`src/rtl/wsdm_pkg.sv`:
```
// Shared constants, register indexes and exponential tables for the waveshaper.
`timescale 1ns / 1ps

package wsdm_pkg;

    // Configuration register indexes.
    localparam logic [1:0] REG_SHAPE_MODE = 2'd0;
    localparam logic [1:0] REG_CLIP_THR   = 2'd1;
    localparam logic [1:0] REG_WET_MIX    = 2'd2;

    // Shaping mode codes.
    localparam logic [1:0] MODE_BYPASS    = 2'd0;
    localparam logic [1:0] MODE_HARD_CLIP = 2'd1;
    localparam logic [1:0] MODE_SOFT_CLIP = 2'd2;
    localparam logic [1:0] MODE_RECTIFY   = 2'd3;

    localparam int CFG_ADDR_WIDTH = 2;
    localparam int CFG_DATA_WIDTH = 23;
    localparam int THR_WIDTH      = 23;
    localparam int MIX_WIDTH      = 17;
    localparam int EXP_IDX_WIDTH  = 5;
    localparam int EXP_TAB_WIDTH  = 18;
    localparam int EXP_DIFF_WIDTH = 15;

    localparam logic [THR_WIDTH-1:0] THR_RESET = 23'h7FFFFF;
    localparam logic [MIX_WIDTH-1:0] MIX_ONE   = 17'h10000;

    // exp(k/8) for k = -8..8 in unsigned Q.16, rounded to nearest.
    function automatic logic [EXP_TAB_WIDTH-1:0] exp_base(input logic [EXP_IDX_WIDTH-1:0] idx);
        logic [EXP_TAB_WIDTH-1:0] v;
        case (idx)
            5'd0:    v = 18'd24109;
            5'd1:    v = 18'd27319;
            5'd2:    v = 18'd30957;
            5'd3:    v = 18'd35079;
            5'd4:    v = 18'd39750;
            5'd5:    v = 18'd45042;
            5'd6:    v = 18'd51039;
            5'd7:    v = 18'd57835;
            5'd8:    v = 18'd65536;
            5'd9:    v = 18'd74262;
            5'd10:   v = 18'd84150;
            5'd11:   v = 18'd95354;
            5'd12:   v = 18'd108051;
            5'd13:   v = 18'd122437;
            5'd14:   v = 18'd138740;
            5'd15:   v = 18'd157213;
            5'd16:   v = 18'd178145;
            default: v = '0;
        endcase
        return v;
    endfunction

    // Difference to the next entry; the top entry has no neighbor and slopes zero.
    function automatic logic [EXP_DIFF_WIDTH-1:0] exp_slope(input logic [EXP_IDX_WIDTH-1:0] idx);
        logic [EXP_DIFF_WIDTH-1:0] v;
        case (idx)
            5'd0:    v = 15'd3210;
            5'd1:    v = 15'd3638;
            5'd2:    v = 15'd4122;
            5'd3:    v = 15'd4671;
            5'd4:    v = 15'd5292;
            5'd5:    v = 15'd5997;
            5'd6:    v = 15'd6796;
            5'd7:    v = 15'd7701;
            5'd8:    v = 15'd8726;
            5'd9:    v = 15'd9888;
            5'd10:   v = 15'd11204;
            5'd11:   v = 15'd12697;
            5'd12:   v = 15'd14386;
            5'd13:   v = 15'd16303;
            5'd14:   v = 15'd18473;
            5'd15:   v = 15'd20932;
            default: v = '0;
        endcase
        return v;
    endfunction

endpackage

```
`src/rtl/waveshaper_distortion_mix_top.sv`:
```
// Throughput: one sample per cycle; each of the six stages holds one beat and
// moves on whenever the stage after it is empty or moving.
// Reset: empties the pipeline and sets shape_mode to bypass, clip_threshold to
// full scale and wet_mix to fully shaped.
// Modes: bypass, hard clip, exponential soft clip (interpolated table), pass above thr.
`timescale 1ns / 1ps

module waveshaper_distortion_mix_top #(
    parameter int SAMPLE_WIDTH = 24
) (
    input  logic                                   clk,
    input  logic                                   rst_n,
    // Configuration write port.
    input  logic                                   cfg_we,
    input  logic [wsdm_pkg::CFG_ADDR_WIDTH-1:0]    cfg_addr,
    input  logic [wsdm_pkg::CFG_DATA_WIDTH-1:0]    cfg_data,
    // Input stream.
    input  logic                                   s_axis_tvalid,
    output logic                                   s_axis_tready,
    input  logic [((SAMPLE_WIDTH+7)/8)*8-1:0]      s_axis_tdata,  // sample_in, zero pad above
    // Output stream.
    output logic                                   m_axis_tvalid,
    input  logic                                   m_axis_tready,
    output logic [((SAMPLE_WIDTH+7)/8)*8-1:0]      m_axis_tdata   // sample_out, zero pad above
);

    import wsdm_pkg::*;

    localparam int W   = SAMPLE_WIDTH;
    localparam int DW  = ((SAMPLE_WIDTH + 7) / 8) * 8;
    localparam int F   = SAMPLE_WIDTH - 1;
    localparam int FRW = F - 3;
    localparam int CW  = ((SAMPLE_WIDTH > 24) ? SAMPLE_WIDTH : 24) + 1;
    localparam int YW  = CW + 1;
    localparam int PW  = EXP_DIFF_WIDTH + FRW;
    localparam int AW  = F + EXP_TAB_WIDTH;
    localparam int EW  = F + 2;
    localparam int SW  = YW + 19;
    localparam int RW  = SW - 16;

    localparam logic signed [CW-1:0] ONE_C = CW'(1) << F;
    localparam logic signed [YW-1:0] ONE_Y = YW'(1) << F;
    localparam logic signed [RW-1:0] R_MAX = (RW'(1) << F) - RW'(1);
    localparam logic signed [RW-1:0] R_MIN = -R_MAX - RW'(1);
    localparam logic signed [SW-1:0] HALF  = SW'(32768);

    // Configuration registers.
    logic [1:0]           mode_reg;
    logic [THR_WIDTH-1:0] thr_reg;
    logic [MIX_WIDTH-1:0] mix_reg;

    always_ff @(posedge clk or negedge rst_n)
    begin
        if (!rst_n)
        begin
            mode_reg <= MODE_BYPASS;
            thr_reg  <= THR_RESET;
            mix_reg  <= MIX_ONE;
        end
        else if (cfg_we)
        begin
            unique case (cfg_addr)
                REG_SHAPE_MODE: mode_reg <= cfg_data[1:0];
                REG_CLIP_THR:   thr_reg  <= cfg_data[THR_WIDTH-1:0];
                REG_WET_MIX:    mix_reg  <= cfg_data[MIX_WIDTH-1:0];
                default:        ;
            endcase
        end
    end

    // Stage valids and the backward enable chain.
    logic v1_reg, v2_reg, v3_reg, v4_reg, v5_reg, v6_reg;
    logic en1, en2, en3, en4, en5, en6;

    assign en6 = !v6_reg || m_axis_tready;
    assign en5 = !v5_reg || en6;
    assign en4 = !v4_reg || en5;
    assign en3 = !v3_reg || en4;
    assign en2 = !v2_reg || en3;
    assign en1 = !v1_reg || en2;

    assign s_axis_tready = en1;

    always_ff @(posedge clk or negedge rst_n)
    begin
        if (!rst_n)
        begin
            v1_reg <= 1'b0;
            v2_reg <= 1'b0;
            v3_reg <= 1'b0;
            v4_reg <= 1'b0;
            v5_reg <= 1'b0;
            v6_reg <= 1'b0;
        end
        else
        begin
            if (en1) v1_reg <= s_axis_tvalid;
            if (en2) v2_reg <= v1_reg;
            if (en3) v3_reg <= v2_reg;
            if (en4) v4_reg <= v3_reg;
            if (en5) v5_reg <= v4_reg;
            if (en6) v6_reg <= v5_reg;
        end
    end

    // Stage 1: threshold compare and exponential table index.
    logic signed [W-1:0]      x_in;
    logic signed [CW-1:0]     x_c;
    logic signed [CW-1:0]     thr_c;
    logic signed [CW-1:0]     t_c;
    logic [CW-1:0]            u_c;
    logic                     gt_next, lt_next;
    logic [EXP_IDX_WIDTH-1:0] idx_next;
    logic [FRW-1:0]           frac_next;

    always_comb
    begin
        x_in      = $signed(s_axis_tdata[W-1:0]);
        x_c       = CW'(x_in);
        thr_c     = $signed({{(CW-THR_WIDTH){1'b0}}, thr_reg});
        gt_next   = x_c > thr_c;
        lt_next   = x_c < -thr_c;
        // Above the threshold the curve mirrors, so the exponent is taken of -x.
        t_c       = gt_next ? -x_c : x_c;
        u_c       = $unsigned(t_c + ONE_C);
        idx_next  = u_c[W:F-3];
        frac_next = u_c[FRW-1:0];
    end

    logic signed [W-1:0]      s1_x_reg;
    logic                     s1_gt_reg, s1_lt_reg;
    logic [EXP_IDX_WIDTH-1:0] s1_idx_reg;
    logic [FRW-1:0]           s1_frac_reg;

    always_ff @(posedge clk)
    begin
        if (en1)
        begin
            s1_x_reg    <= x_in;
            s1_gt_reg   <= gt_next;
            s1_lt_reg   <= lt_next;
            s1_idx_reg  <= idx_next;
            s1_frac_reg <= frac_next;
        end
    end

    // Stage 2: table lookup and slope times fraction.
    logic [EXP_TAB_WIDTH-1:0] base_next;
    logic [PW-1:0]            prod_next;

    always_comb
    begin
        base_next = exp_base(s1_idx_reg);
        prod_next = PW'(exp_slope(s1_idx_reg)) * PW'(s1_frac_reg);
    end

    logic signed [W-1:0]      s2_x_reg;
    logic                     s2_gt_reg, s2_lt_reg;
    logic [EXP_TAB_WIDTH-1:0] s2_base_reg;
    logic [PW-1:0]            s2_prod_reg;

    always_ff @(posedge clk)
    begin
        if (en2)
        begin
            s2_x_reg    <= s1_x_reg;
            s2_gt_reg   <= s1_gt_reg;
            s2_lt_reg   <= s1_lt_reg;
            s2_base_reg <= base_next;
            s2_prod_reg <= prod_next;
        end
    end

    // Stage 3: interpolated exponential, rounded half up to the sample scale.
    logic [AW-1:0] acc_c;
    logic [EW-1:0] e_next;

    always_comb
    begin
        acc_c  = {s2_base_reg, {F{1'b0}}} + (AW'(s2_prod_reg) << 3) + AW'(32768);
        e_next = acc_c[16 +: EW];
    end

    logic signed [W-1:0] s3_x_reg;
    logic                s3_gt_reg, s3_lt_reg;
    logic [EW-1:0]       s3_e_reg;

    always_ff @(posedge clk)
    begin
        if (en3)
        begin
            s3_x_reg  <= s2_x_reg;
            s3_gt_reg <= s2_gt_reg;
            s3_lt_reg <= s2_lt_reg;
            s3_e_reg  <= e_next;
        end
    end

    // Stage 4: shaped value per mode, and the wet/dry weights.
    logic signed [YW-1:0] x_y, thr_y, e_y, y_next;
    logic [MIX_WIDTH-1:0] wet_next, dry_next;

    always_comb
    begin
        x_y   = YW'(s3_x_reg);
        thr_y = $signed({{(YW-THR_WIDTH){1'b0}}, thr_reg});
        e_y   = $signed({{(YW-EW){1'b0}}, s3_e_reg});
        case (mode_reg)
            MODE_HARD_CLIP: y_next = s3_gt_reg ? thr_y : (s3_lt_reg ? -thr_y : x_y);
            MODE_SOFT_CLIP: y_next = s3_gt_reg ? (ONE_Y - e_y) : (e_y - ONE_Y);
            MODE_RECTIFY:   y_next = s3_gt_reg ? x_y : '0;
            default:        y_next = x_y;
        endcase
        wet_next = (mix_reg > MIX_ONE) ? MIX_ONE : mix_reg;
        dry_next = MIX_ONE - wet_next;
    end

    logic signed [W-1:0]  s4_x_reg;
    logic signed [YW-1:0] s4_y_reg;
    logic [MIX_WIDTH-1:0] s4_wet_reg, s4_dry_reg;

    always_ff @(posedge clk)
    begin
        if (en4)
        begin
            s4_x_reg   <= s3_x_reg;
            s4_y_reg   <= y_next;
            s4_wet_reg <= wet_next;
            s4_dry_reg <= dry_next;
        end
    end

    // Stage 5: weighted products.
    logic signed [YW+17:0] pw_next;
    logic signed [W+17:0]  pd_next;

    always_comb
    begin
        pw_next = (YW+18)'(s4_y_reg) * (YW+18)'($signed({1'b0, s4_wet_reg}));
        pd_next = (W+18)'(s4_x_reg) * (W+18)'($signed({1'b0, s4_dry_reg}));
    end

    logic signed [YW+17:0] s5_pw_reg;
    logic signed [W+17:0]  s5_pd_reg;

    always_ff @(posedge clk)
    begin
        if (en5)
        begin
            s5_pw_reg <= pw_next;
            s5_pd_reg <= pd_next;
        end
    end

    // Stage 6: sum, round half up, saturate into the output register.
    logic signed [SW-1:0] sum_c;
    logic signed [RW-1:0] r_c;
    logic signed [W-1:0]  out_next;

    always_comb
    begin
        sum_c = SW'(s5_pw_reg) + SW'(s5_pd_reg) + HALF;
        r_c   = sum_c[SW-1:16];
        if (r_c > R_MAX)
            out_next = W'(R_MAX);
        else if (r_c < R_MIN)
            out_next = W'(R_MIN);
        else
            out_next = r_c[W-1:0];
    end

    logic signed [W-1:0] out_reg;

    always_ff @(posedge clk)
    begin
        if (en6)
        begin
            out_reg <= out_next;
        end
    end

    assign m_axis_tvalid = v6_reg;
    assign m_axis_tdata  = DW'($unsigned(out_reg));

    // An empty output stage means nothing upstream can be stalled.
    assert property (@(posedge clk) disable iff (!rst_n) !v6_reg |-> s_axis_tready)
        else $error("input stalled while output stage is empty");

    // The table index never goes past the top entry, and the top entry has no fraction.
    assert property (@(posedge clk) disable iff (!rst_n)
        v1_reg |-> (s1_idx_reg <= 5'd16) && ((s1_idx_reg != 5'd16) || (s1_frac_reg == '0)))
        else $error("exponential table index out of range");

    // A held beat in a middle stage stays valid.
    assert property (@(posedge clk) disable iff (!rst_n) (v3_reg && !en3) |=> v3_reg)
        else $error("stalled beat dropped from stage 3");

    // The two weights always add up to unity.
    assert property (@(posedge clk) disable iff (!rst_n)
        v4_reg |-> ((MIX_WIDTH+1)'(s4_wet_reg) + (MIX_WIDTH+1)'(s4_dry_reg)
                    == (MIX_WIDTH+1)'(MIX_ONE)))
        else $error("wet and dry weights do not sum to one");

endmodule
```
`config.mk`:
```
export PLATFORM = sky130hd
export DESIGN_NAME = waveshaper_distortion_mix_top
export DESIGN_NICKNAME = d
export VERILOG_FILES = /design/src/rtl/wsdm_pkg.sv /design/src/rtl/waveshaper_distortion_mix_top.sv
export SDC_FILE = /design/constraint.sdc
export NUM_CORES = 2
export LEC_CHECK = 0
export BUFFER_PORTS_ARGS = -buffer_cell sky130_fd_sc_hd__buf_2
export CAP_MARGIN = 20
export CORE_MARGIN = 2
export CORE_UTILIZATION = 72
export CTS_BUF_LIST = sky130_fd_sc_hd__clkbuf_8
export DETAILED_ROUTE_END_ITERATION = 8
export HOLD_SLACK_MARGIN = 0.15
export MAX_ROUTING_LAYER = met4
export PLACE_DENSITY = 0.95
export SLEW_MARGIN = 30
export SYNTH_ARGS = -nofsm -noshare
export SYNTH_HDL_FRONTEND = slang
export SYNTH_SLANG_ARGS = --single-unit
```
`constraint.sdc`:
```
create_clock -name clk -period 18.4 [get_ports clk]
set_clock_uncertainty 0.15 [all_clocks]
set_input_delay 4.6 -clock clk [delete_from_list [all_inputs] [get_ports clk]]
set_output_delay 4.6 -clock clk [all_outputs]
set_load 0.01 [all_outputs]
```
==> impl_metrics.csv <==
group,metric,value,unit
outcome,outcome,"finished, final reports clean",
clock_network,clock_tree.buffer_depth,3,
yosys,ys_ff_latch,424,
grt,global_route_usage_over_all_layers,0.411,
sta,hold-worst-slack,0.246,ns
floorplan,initial_utilization,0.729,
sta,layout_worst_path_cycle_share,0.642,
setup_path,worst-r2r-setup-slack,9.92,ns
sta,finalCriticalPeriod,11.82,ns
setup_path,cpLargestDelayFamily,"simple AND/OR/NAND/NOR gates",
placed_design,port_buffers,79,
worst_hold_path,hold_path.class,"register to register",
yosys,syn_area_per_cell,9.80,um2
setup_path,critPathMaxStageDelay,0.55,ns
cells_and_area,fin_util,0.763,
sta,max_freq,84.6,MHz
yosys,post_synth_inst_count,6221,
floorplan,floorplan.die.width,295,um
worst_hold_path,hold_path_end,"s2_x_reg[12]",
cells_and_area,seqCellArea,12400,um2
yosys,synth.distinct_cells,88,
grt,grt_max_degree,88,
yosys,synthArstFlopShare,0.113,
setup_path,timing.critical_path.from_type,"input pin",
cells_and_area,area.growth.synth_to_final,4.73,%
clock_network,tritoncts.num_buffers,66,
setup_path,r2r_start,"s4_dry_reg[8]",
setup_path,critical_path.most_common_cell,"sky130_fd_sc_hd__buf_2",
routing,drtIter0Drc,5945,
routing,first_pass_iters,7,
setup_path,critical_path_buf_inv_count,3,
clock_network,cts_num_sinks,424,
cells_and_area,post_route_cells_drive_above_1_share,0.0546,
placed_design,detailed_place_hpwl,125,mm
sta,timing.max_slew.rel_slack,0.271,
floorplan,num_io_pins,80,
sta,tns,0,ns
cells_and_area,finish.instance_area,63900,um2
setup_path,depth_of_the_most_critical_reg_to_reg_path,22,
floorplan,floorplan.rows,106,
yosys,synth_enable_flop_cells,361,
yosys,ys_seq_area_frac,0.203,
setup_path,rr_endpoint,"s5_pd_reg[40]",
clock_network,cts_tree,"done",
floorplan,die_footprint,87000,um2
setup_path,timing.critical_path.arrival,7.07,ns
sta,tightestPinTransition,1.09,ns
clock_network,h-tree-depth,3,
routing,post-route-drc-count,0,
setup_path,critPathRequiredTime,13.65,ns
setup_path,critical_path_class,"input pin to output pin",
setup_path,worst_path_maximum_fanout,58,
placed_design,routabilityCongestion,0.995,
cells_and_area,area_occupied_by_multi_input_gates,42900,um2
clock_network,clk_latency,0.69,ns
clock_network,clock_tree.root_cell,"sky130_fd_sc_hd__clkbuf_8",
sta,final_hold_violation_count,0,
routing,antenna_viol_nets_final,0,
placed_design,placed_cell_area,62300,um2
sta,setup-violations-final,0,
routing,detail_route.vias_per_cell,6.30,
sta,report.final.slew_viol_count,0,
routing,post_drt_wl_per_cell,22.8,um
routing,detailroute.via_count,46600,
setup_path,crit_slowest_cell,"sky130_fd_sc_hd__nor2_1",
routing,routed_wl,168,mm
yosys,synth_ff_type,"sky130_fd_sc_hd__edfxtp_1",
sta,grt_setup_unrepaired,"false",
setup_path,critPathCaptureType,"output pin",
grt,grt_overflow_total,0,
clock_network,post-cts-setup-buffer-count,0,
grt,antenna_found_initial,24,
floorplan,placeable_core_region,83700,um2
clock_network,post_cts_hold_buffer_count,0,
clock_network,cts.repair.resized,0,
job,max_cap_violations,0,
yosys,synth-warning-count,0,
floorplan,die_h,295,um
grt,grt_pass1_wl,265,mm
worst_hold_path,min_from,"s1_x_reg[12]",
worst_hold_path,holdPathStages,0,
yosys,syn-cell-area,61000,um2
cells_and_area,nets,7783,
grt,first_global_vias,50800,
cells_and_area,largest_register_ffs,44,
clock_network,clk_pin_slew,0.08,ns
setup_path,cp_cell_sequence,"buf_2, nor2b_1, nand3_4, nor2_1, nand3_2, buf_4, buf_2",
yosys,synth_fp_nets,7813,
cells_and_area,fill_cells,4797,
[synth_stat cells, drive strengths merged (46+ instances only)]
cell	instances	area, um2
ha	475	5940
o21ai	158	791
nor2	144	541
a21o	84	631
fa	1063	21300
clkbuf	227	852
nor2b	49	307
a21oi	198	991
inv	1292	4850
nand3	50	250
xor2	61	534
nor3	62	320
nand2	820	3080
and2	508	3180
xnor2	163	1430
mux2	46	522
edfxtp	361	10800
[placed cells by master, fill, tap and decap left out, drive strengths merged, types with 25 or more instances in the layout]
cell    instances
o21bai         26
nand3          50
nor3           62
edfxtp        361
and2          508
nor2          144
clkbuf         70
mux2           46
xnor2         163
o21a           32
o31ai          25
ha            475
a21oi         198
xor2           61
fa           1063
nand4          25
nand2         820
o21ai         158
buf           135
inv          1314
nor2b          49
a21o           84
o211ai         25
[how the worst max path moves through the flow]
stage	startpoint	to	slack, ns	depth (start not counted)
finish	m_axis_tready	s_axis_tready	6.58	7
CTS	m_axis_tready	s_axis_tready	6.68	7
floorplan	m_axis_tready	s_axis_tready	4.65	4
global placement	m_axis_tready	s_axis_tready	6.86	7
global route	m_axis_tready	s_axis_tready	6.41	7
detailed placement	m_axis_tready	s_axis_tready	6.71	7
[cells by family (layout without fill, tap and decap cells)]
kind of cell,after synthesis,count (layout),synth area share
compound gates,682,682,0.0715
flops,424,424,0.203
fa+ha+maj,1538,1538,0.446
simple gates,1758,1758,0.140
mux,67,67,0.0126
other cells,0,24,0
buf+inv,1528,1549,0.0942
xor+xnor,224,224,0.0322
[area by class of cell]
| class | instances | area share |
|---|---|---|
| diodes | 24 | 0.000941 |
| clock buffers | 70 | 0.0151 |
| well taps | 1134 | 0.0222 |
| clock inverters | 49 | 0.00594 |
| multi-input cells | 4269 | 0.672 |
| repair buffers | 135 | 0.0139 |
| inverters | 1295 | 0.0762 |
| flip-flops and latches | 424 | 0.194 |
[layer usage]
metal	wire, um	vias to the layer above	track usage
met3	22700	1130	0.110
met1	53700	22500	0.472
met4	13700	0	0.262
li1	-	19400	-
met2	78400	3588	0.644
met5	0	-	-
[metrics by stage]
step / instances / setup slack, ns
after floorplan: 6221 / 4.65
after global placement: 7245 / 6.86
after detailed placement: 7246 / 6.71
after CTS: 7365 / 6.68
after global routing: 7397 / 6.41
final: 7400 / 6.58
Power is left out: the tool's default activity adds up to more than one toggle a clock period on the data nets, which glitch-free logic cannot reach.
